==> src/rtl/ase_pkg.sv <==
package ase_pkg;

  localparam int MAX_ITEMS = 64;
  localparam int VALUE_W   = 32;

  typedef logic signed [VALUE_W-1:0] value_t;

  // Broadcast from the controller to every cell.
  typedef struct packed {
    logic   insert;  // place the broadcast value in order
    logic   shift;   // move every entry one cell toward the head
    value_t value;
  } cell_ctrl_t;

  // What a cell shows its neighbors.
  typedef struct packed {
    value_t value;
    logic   valid;
    logic   gt;      // empty, or holds a value above the broadcast value
  } cell_link_t;

  typedef enum logic [1:0] {
    ST_LOAD   = 2'b01,
    ST_UNLOAD = 2'b10
  } ase_state_t;

endpackage

==> src/rtl/ase_cell.sv <==
module ase_cell
  import ase_pkg::*;
(
  input  logic       clk,
  input  logic       rst_n,
  input  cell_ctrl_t ctrl,
  input  cell_link_t from_left,
  input  cell_link_t from_right,
  output cell_link_t to_nbr
);

  value_t value_r, value_nxt;
  logic   valid_r, valid_nxt;
  logic   gt;

  assign gt = !valid_r || (value_r > ctrl.value);

  always_comb begin
    value_nxt = value_r;
    valid_nxt = valid_r;
    if (ctrl.shift) begin
      value_nxt = from_right.value;
      valid_nxt = from_right.valid;
    end else if (ctrl.insert && gt) begin
      // left neighbor also larger: take its entry, else this is the slot
      if (from_left.gt) begin
        value_nxt = from_left.value;
        valid_nxt = from_left.valid;
      end else begin
        value_nxt = ctrl.value;
        valid_nxt = 1'b1;
      end
    end
  end

  always_ff @(posedge clk) begin
    if (!rst_n) begin
      valid_r <= 1'b0;
    end else begin
      valid_r <= valid_nxt;
    end
  end

  always_ff @(posedge clk) begin
    value_r <= value_nxt;
  end

  assign to_nbr = '{value: value_r, valid: valid_r, gt: gt};

endmodule

==> config.mk <==
export PLATFORM = sky130hd
export DESIGN_NAME = ase_cell
export DESIGN_NICKNAME = d
export VERILOG_FILES = /design/src/rtl/ase_pkg.sv /design/src/rtl/ase_cell.sv
export SDC_FILE = /design/constraint.sdc
export NUM_CORES = 1
export LEC_CHECK = 0
export ABC_CLOCK_PERIOD_IN_PS = 6150
export BUFFER_PORTS_ARGS = -buffer_cell sky130_fd_sc_hd__buf_4
export CELL_PAD_IN_SITES_DETAIL_PLACEMENT = 1
export CELL_PAD_IN_SITES_GLOBAL_PLACEMENT = 2
export CORE_MARGIN = 5
export CORE_UTILIZATION = 25
export DETAILED_ROUTE_END_ITERATION = 8
export PLACE_DENSITY_LB_ADDON = 0.15
export SLEW_MARGIN = 5
export SYNTH_ARGS = -nofsm -noshare
export SYNTH_HDL_FRONTEND = slang
export SYNTH_SLANG_ARGS = --single-unit
==> constraint.sdc <==
create_clock -name clk -period 6.15 [get_ports clk]
set_clock_uncertainty 0.2 [all_clocks]
set_input_delay 0.9225 -clock clk [delete_from_list [all_inputs] [get_ports clk]]
set_output_delay 0.9225 -clock clk [all_outputs]
set_load 0.01 [all_outputs]
==> results of run 1 <==
[cell usage after synthesis (all sizes together)]
| cell type | instances |
|---|---|
| o21a | 1 |
| clkbuf | 8 |
| a221oi | 1 |
| nand4 | 5 |
| and4 | 3 |
| a211oi | 1 |
| o21ai | 38 |
| edfxtp | 32 |
| inv | 37 |
| o221a | 1 |
| o31a | 1 |
| nor2b | 1 |
| buf | 5 |
| o32ai | 1 |
| a221o | 1 |
| dfxtp | 1 |
| o311a | 1 |
| a21oi | 14 |
| a21o | 2 |
| mux2i | 32 |
| o211ai | 1 |
| ha | 32 |
| nor2 | 2 |
| nor3 | 2 |
| a2111oi | 1 |
| nand3 | 4 |
| nand2 | 40 |
[power groups by stage]
stage	combinational, mW	clock, mW	sequential (mW)
floorplan	0.106	0	0.318
global placement	0.249	0	0.305
detailed placement	0.253	0	0.307
CTS	0.253	0.176	0.302
global route	0.279	0.185	0.305
finish	0.246	0.163	0.301
[worst max path at each step]
stage | startpoint | end | slack [ns] | cells past startpoint
finish | ctrl[14] | to_nbr[0] | 2.03 | 10
global route | ctrl[14] | to_nbr[0] | 1.87 | 10
CTS | ctrl[14] | to_nbr[0] | 1.97 | 10
detailed placement | ctrl[14] | to_nbr[0] | 1.97 | 10
global placement | ctrl[14] | to_nbr[0] | 2.01 | 10
floorplan | ctrl[14] | value_r[0] | 1.19 | 7
[metal layers]
layer | routed length (um) | vias to the layer above
li1 | - | 1212
met1 | 3320 | 1094
met2 | 4110 | 78
met3 | 547 | 4
met4 | 62 | 0
met5 | 0 | -
[worst reg2reg max path: stages, from the launching register on]
cell	delay (ns)
sky130_fd_sc_hd__edfxtp_1	0.41
sky130_fd_sc_hd__ha_1	0.35
sky130_fd_sc_hd__nand4_1	0.22
sky130_fd_sc_hd__a2111oi_0	0.46
sky130_fd_sc_hd__o31a_1	0.22
sky130_fd_sc_hd__a211oi_2	0.08
sky130_fd_sc_hd__o21ai_4	0.91
[logic make-up after synthesis]
logic type	Yosys count	synth area share
AOI/OAI and AO/OA	64	0.148
and+or+nand+nor	57	0.0996
buffers and inverters	50	0.0788
DFF	33	0.389
muxes	32	0.127
adders and majority gates	32	0.159
[flip-flops by register name, indices dropped and copies added, names as in the netlist]
name and cells:
valid_r 1, value_r 32
[cells in the final DEF (no fill, tap or decap), drive strengths merged, types with 2 or more instances in the layout]
cell / synthesis / final
a21o: 2 / 2
ha: 32 / 32
nor2: 2 / 2
buf: 5 / 136
nor3: 2 / 2
and4: 3 / 3
a21oi: 14 / 14
nand2: 40 / 40
inv: 37 / 37
mux2i: 32 / 32
nand4: 5 / 5
clkinv: 0 / 3
nand3: 4 / 4
clkbuf: 8 / 5
edfxtp: 32 / 32
o21ai: 38 / 38
[cell type report]
type                       instances  area, um2  share of cell area
clock buffer                       5       68.8              0.0184
inverter                          37        139              0.0371
multi-input combinational        185       1360               0.362
clock inverter                     3       12.5             0.00334
sequential                        33        981               0.262
tap                              133        166              0.0444
timing repair buffer             136       1020               0.273
==> out/summary.md, run 1 <==
Counting tap cells, the placed design contains a total of 524 instances. In this run the number of H-tree levels came out at 2. The logs give 0 for the final setup violation count and 1202 for the fill cell total of the finished layout.

For the last weighted congestion value of the routability-driven placer, the log shows 0.703. The met1 demand-to-capacity share in global routing is 0.153, and the combinational share of power is 0.346. Max-cap violations in this run came to 0. For this run the aggregate overflow at the end of global routing stands at 0. The share of the cycle needed by the critical path after routing came out at 0.669.

A synthesized cell averages 9.42 um2. The number of nets produced by synthesis was 404; the clock transition time at the flip-flop clock pins of the worst setup and hold paths was 0.07 ns. The endpoint of the worst hold path was valid_r. The run gives 534 as the post-layout net count. The end-of-flow core utilization is 0.381, and the part of the Yosys area used for sequential elements is 0.389. IR analysis of the VDD net gives a maximum drop of 0.0650 mV. The launch instance of the worst register-to-register path is value_r[14].

The global-route track usage on met2 was 0.239. The worst setup slack after placement was 1.97 ns; the post-detailed-routing wire length was 8.04 mm. The logs give 2.90 ns for the worst reg-to-reg setup slack and 0.00374 mm2 for the final instance area.

The number of gates resized after CTS was 0. The count of pins over their slew limit is 0, and the final cell count without fillers is 532. Synthesis produced a netlist whose cell count is 268. Sequential share of power: 0.424. Post-CTS timing repair inserted 0 buffers for setup. Counting cells, the worst reg-to-reg path comes to 6. The layer flagged by global routing as most heavily used is met2. The number of buffer and inverter instances along the worst setup path was 3; the post-synthesis cell area was 0.00252 mm2. For this run, the slowest stage of the critical path takes 0.36 ns. Relative to the synthesized area, the layout overhead comes to 48.3%.

The final-layout setup total negative slack is 0 ns. The flow ran to the end, and the final reports show no timing, DRC or antenna violations. The tools report the power share of the clock group as 0.230. The fraction of final layout cells sized beyond drive strength 1 came out at 0.366. Leakage power: 1.90 nW. The Yosys step of the flow raised 0 warnings.

Setup repair after global routing left no endpoint under its margin. In this run the remaining antenna-violating nets after routing total 0. Counting instances, the worst hold path has a depth of 3. The run gives 0.710 mW as the overall power.

The tools report the initial antenna violation count as 0. The critical path class is input pin to output pin. In the routed design, unresolved DRC markers number 0. The worst register-to-register path ends at value_r[14]. For the overall global routing resource usage, the log shows 0.132.

The number of hold buffers added after CTS was 0. The clock reaches the later pin of the worst-skew pair after 0.28 ns. TritonCTS built the clock tree. Traced cell by cell, the critical path runs through buf_4 > inv_1 > ha_1 > a21oi_2 > nand2_1 > a221o_1 > o31a_1 > a211oi_2 > o21ai_0 > buf_4. The die covers 0.0122 mm2. Dominant cell type by area after synthesis: sky130_fd_sc_hd__edfxtp_1. The maximum clock frequency came out at 243 MHz. The kind of start point of the critical path is an input pin. The maximum buffer depth of the clock tree was 2; the actual transition at the worst max-transition pin was 1.13 ns. The min-delay analysis places its worst path in the category flop to flop. The total half-perimeter wirelength after legalization and detailed placement was 6.44 mm; the relative slew slack was 0.241. The starting utilization of the core area is 0.257. The data arrival time of the critical path is 2.99 ns, and the number of buffers added on ports is 136.

The number of primary I/O pins was 138; the routed via count divided by cell count was 4.49. The first detailed-routing pass took 4 iterations. The number of buffers inserted during clock tree synthesis was 5; the area of the core region was 0.00982 mm2. The first global-routing pass estimated 13.4 mm of wire. In this run the horizontal extent of the chip is 110 um.

The root buffer cell chosen for the clock tree is sky130_fd_sc_hd__clkbuf_8. The synthesized design contains 33 register bits. The cell seen most often among critical-path stages was sky130_fd_sc_hd__buf_4.

Number of global-route vias before repair: 2662. Synthesis instantiated 30 different standard cells from the library. STA classifies the critical path endpoint as an output pin.

The chip height is 110 um, and the final worst-path setup slack is 2.03 ns. In this run the cell area measured after placement is 0.00366 mm2. The run gives 0 as the final count of hold timing violations. For the number of violations reported at the end of detailed-routing iteration 0, the log shows 75. Dividing the detail-routed wire length by the instance count gives 15.1 um. The tightest hold path in the finished design has a slack of 0.439 ns. By area the synthesized netlist is led by sky130_fd_sc_hd__edfxtp_1 (38%), sky130_fd_sc_hd__ha_1 (16%), sky130_fd_sc_hd__mux2i_1 (13%). The switching portion of total power works out to 0.312. The run gives 0.221 mW as the net switching power. In this run the worst path has a maximum fanout of 3.

Kind of cell adding the most delay to the critical path: compound AO/OA/AOI/OAI gates. For this design, the slowest cell found on the critical path is sky130_fd_sc_hd__a221o_1. 0 antenna diodes ended up in the layout. In this run the core area contains 36 standard-cell rows. The portion of synthesized cell area occupied by the leading cell type is 0.381, and the largest net degree at the start of global routing is 69. The routed layout has 2388 vias.

STA puts the critical path data required time at 5.03 ns. The run gives 33 as the count of clock tree sinks. For the global-route met3 utilization, the log shows 0.0421. In this run the most critical hold path is launched from valid_r. Power spread over the standard cell area amounts to 190 mW/mm2.

The clock period minus final worst setup slack is 4.12 ns. The tools report the internal portion of total power as 0.489 mW.
(Power assumes the default switching activity.)
==> run 2: changes to the inputs <==
Settings changed: ABC_CLOCK_PERIOD_IN_PS 6150 to 3900.
Clock period 6.15 ns to 3.9 ns, I/O delays scaled along.
==> run 2 against run 1 <==
  * Setup slack got worse by 1.5 ns
  * Critical path type unchanged
  * Core utilization unchanged
  * Sequential share of layout area is the same
  * Highest routed layer unchanged
==> out/summary.md, run 2 (synthesis gave the netlist of run 1 again) <==
The chip height is 110 um (unchanged), and the area enclosed by the die boundary is 0.0122 mm2 (unchanged). For the count of H-tree levels built during CTS, the log shows 2 (unchanged). TritonCTS built the clock tree. The fraction of final layout cells sized beyond drive strength 1 works out to 0.366 (unchanged). The worst path in the final design needs a cycle of 3.37 ns, including I/O delays and setup. Register ranked first by flip-flop count: value_r (unchanged). The maximum buffer depth of the clock tree is 2 (unchanged), and the largest net degree at the start of global routing is 69 (unchanged). The total DRC errors in the routed layout is 0 (unchanged), and the cts-stage hold buffer count is 0 (unchanged). The area of the core region came out at 0.00982 mm2 (unchanged). The clock root buffer is sky130_fd_sc_hd__clkbuf_8 (unchanged). The flip-flop count of the largest register, all copies and words added is 32 (unchanged), and the global-route wire length before repair is 13.2 mm (was 13.4 mm).

The actual transition at the worst max-transition pin is 1.12 ns (was 1.13 ns). The share of the cycle needed by the critical path after routing was 0.865. The depth of the worst register-to-register path was 6 (unchanged); the number of global-route vias before repair was 2711 (was 2662).

The global route total overflow was 0 (unchanged). The logs give 57 (was 75) for the number of violations reported at the end of detailed-routing iteration 0 and 0 (unchanged) for the final setup violation count. Top flop regs: value_r (32), valid_r (1) (unchanged). The starting utilization of the core area was 0.257 (unchanged); the routed via count divided by cell count was 4.49 (about the same). The count of pins over their slew limit is 0 (unchanged), and the width of the die is 110 um (unchanged). The logs give 534 (unchanged) for the post-layout net count and 0 (unchanged) for the initial antenna violation count. The run gives 0 (unchanged) as the post-CTS setup buffer count. Data arrival time of the critical path: 2.59 ns (was 2.99 ns). The final-layout setup total negative slack is 0 ns (unchanged), and the relative slew slack is 0.250 (was 0.241). The leakage power came out at 1.90 nW (unchanged). Setup repair after global routing left no endpoint under its margin. The largest fanout on the critical path was 3 (unchanged); the required time reported for the critical path endpoint was 3.12 ns (was 5.03 ns). The post-detailed-routing wire length was 7.95 mm (was 8.04 mm); the clock transition time at the flip-flop clock pins of the worst setup and hold paths was 0.08 ns (was 0.07 ns). Path category of the worst min-delay check: input pin to flop (was flop to flop). For the number of search-and-repair iterations in the first detailed-routing pass, the log shows 4 (unchanged). The worst-case vdd ir drop is 0.125 mV (was 0.0650 mV).

The number of max-cap violations is 0 (unchanged). Commonest cells after routing, fill and taps aside: sky130_fd_sc_hd__buf_4 (136), sky130_fd_sc_hd__nand2_1 (40), sky130_fd_sc_hd__inv_1 (37) (unchanged). The logs give 138 (unchanged) for the number of primary I/O pins and 0.381 (unchanged) for the end-of-flow core utilization.

The detail-routed net length per standard cell works out to 14.9 um (was 15.1 um). The antenna diode count was 0 (unchanged). The kind of start point of the critical path is an input pin (unchanged).

The post-cts gate resize count is 0 (unchanged). The tools report the clock insertion delay at the later pin of the skew report as 0.28 ns (about the same). The worst setup slack after placement came out at 0.370 ns (was 1.97 ns).

The overall global routing resource usage was 0.130 (was 0.132); the final worst-path setup slack was 0.528 ns (was 2.03 ns). The final count of hold timing violations was 0 (unchanged). The total half-perimeter wirelength after legalization and detailed placement came out at 6.37 mm (was 6.44 mm).

The tools report the maximum clock frequency as 297 MHz. The fill cell total of the finished layout came out at 1215 (was 1202). The flow ran to the end, and the final reports show no timing, DRC or antenna violations. Critical path class: input pin to output pin (unchanged). The total cell area at the placement stage is 0.00366 mm2 (unchanged), and the number of cell rows is 36 (unchanged).

Remaining antenna violation count after routing: 0 (unchanged). The tools report the last weighted congestion value of the routability-driven placer as 0.704 (was 0.703). The category of the worst setup path capture point is an output pin (unchanged). The area growth from synthesis to layout was 48.3% (unchanged). The run gives 33 (unchanged) as the count of clock tree sinks. The final instance area came out at 0.00374 mm2 (unchanged).

The number of buffers added on ports is 136 (unchanged), and the number of buffers inserted during clock tree synthesis is 5 (unchanged). Number of stages on the worst hold path: 2 (was 3). Most common cell after layout, fill and taps aside: sky130_fd_sc_hd__buf_4 (unchanged).

The total vias in the final route was 2389 (was 2388); the power density over the cells was 299 mW/mm2 (was 190 mW/mm2).
-- run 2: worst paths after layout --
path,from,endpoint,slack (ns)
worst min register to register,valid_r,valid_r,0.48
worst max-delay path,ctrl[14],to_nbr[0],0.53
worst min-delay path,rst_n,valid_r,0.34
worst max register to register,value_r[14],value_r[13],0.69
-- run 2: critical path, stage by stage --
cell                       delay (ns)
sky130_fd_sc_hd__buf_4           0.09
sky130_fd_sc_hd__inv_1           0.03
sky130_fd_sc_hd__ha_1            0.33
sky130_fd_sc_hd__a21oi_2         0.15
sky130_fd_sc_hd__nand2_1         0.07
sky130_fd_sc_hd__a221o_1         0.35
sky130_fd_sc_hd__o31a_1          0.32
sky130_fd_sc_hd__a211oi_2        0.33
sky130_fd_sc_hd__o21ai_0         0.17
sky130_fd_sc_hd__buf_4           0.17
-- run 2: metrics by stage --
stage          power [mW]  hold slack, ns  instances
6_report             1.12           0.340        532
4_1_cts              1.14           0.332        532
2_1_floorplan       0.668           0.386        268
3_3_place_gp        0.872           0.418        524
5_1_grt              1.21           0.331        532
3_5_place_dp        0.879           0.460        524
-- run 2: area by class of cell --
type / instances / area [um2] / area share
multi-input cells: 185 / 1360 / 0.362
well taps: 133 / 166 / 0.0444
clock buffers: 5 / 68.8 / 0.0184
repair buffers: 136 / 1020 / 0.273
inverters: 37 / 139 / 0.0371
clock inverters: 3 / 12.5 / 0.00334
flip-flops and latches: 33 / 981 / 0.262
-- run 2: power by group --
| part | total, mW | switching [mW] | internal (mW) | leakage [nW] |
|---|---|---|---|---|
| clock | 0.260 | 0.140 | 0.121 | 0.0430 |
| combinational | 0.386 | 0.184 | 0.202 | 1.51 |
| sequential | 0.474 | 0.0262 | 0.448 | 0.341 |
| total | 1.12 | 0.350 | 0.770 | 1.90 |
-- run 2: metal layers --
metal | up-vias | track usage | wire, um
met2 | 80 | 0.229 | 3960
met5 | - | 0 | 0
met3 | 2 | 0.0514 | 597
met4 | 0 | 0.0246 | 31
met1 | 1093 | 0.149 | 3360
li1 | 1214 | - | -
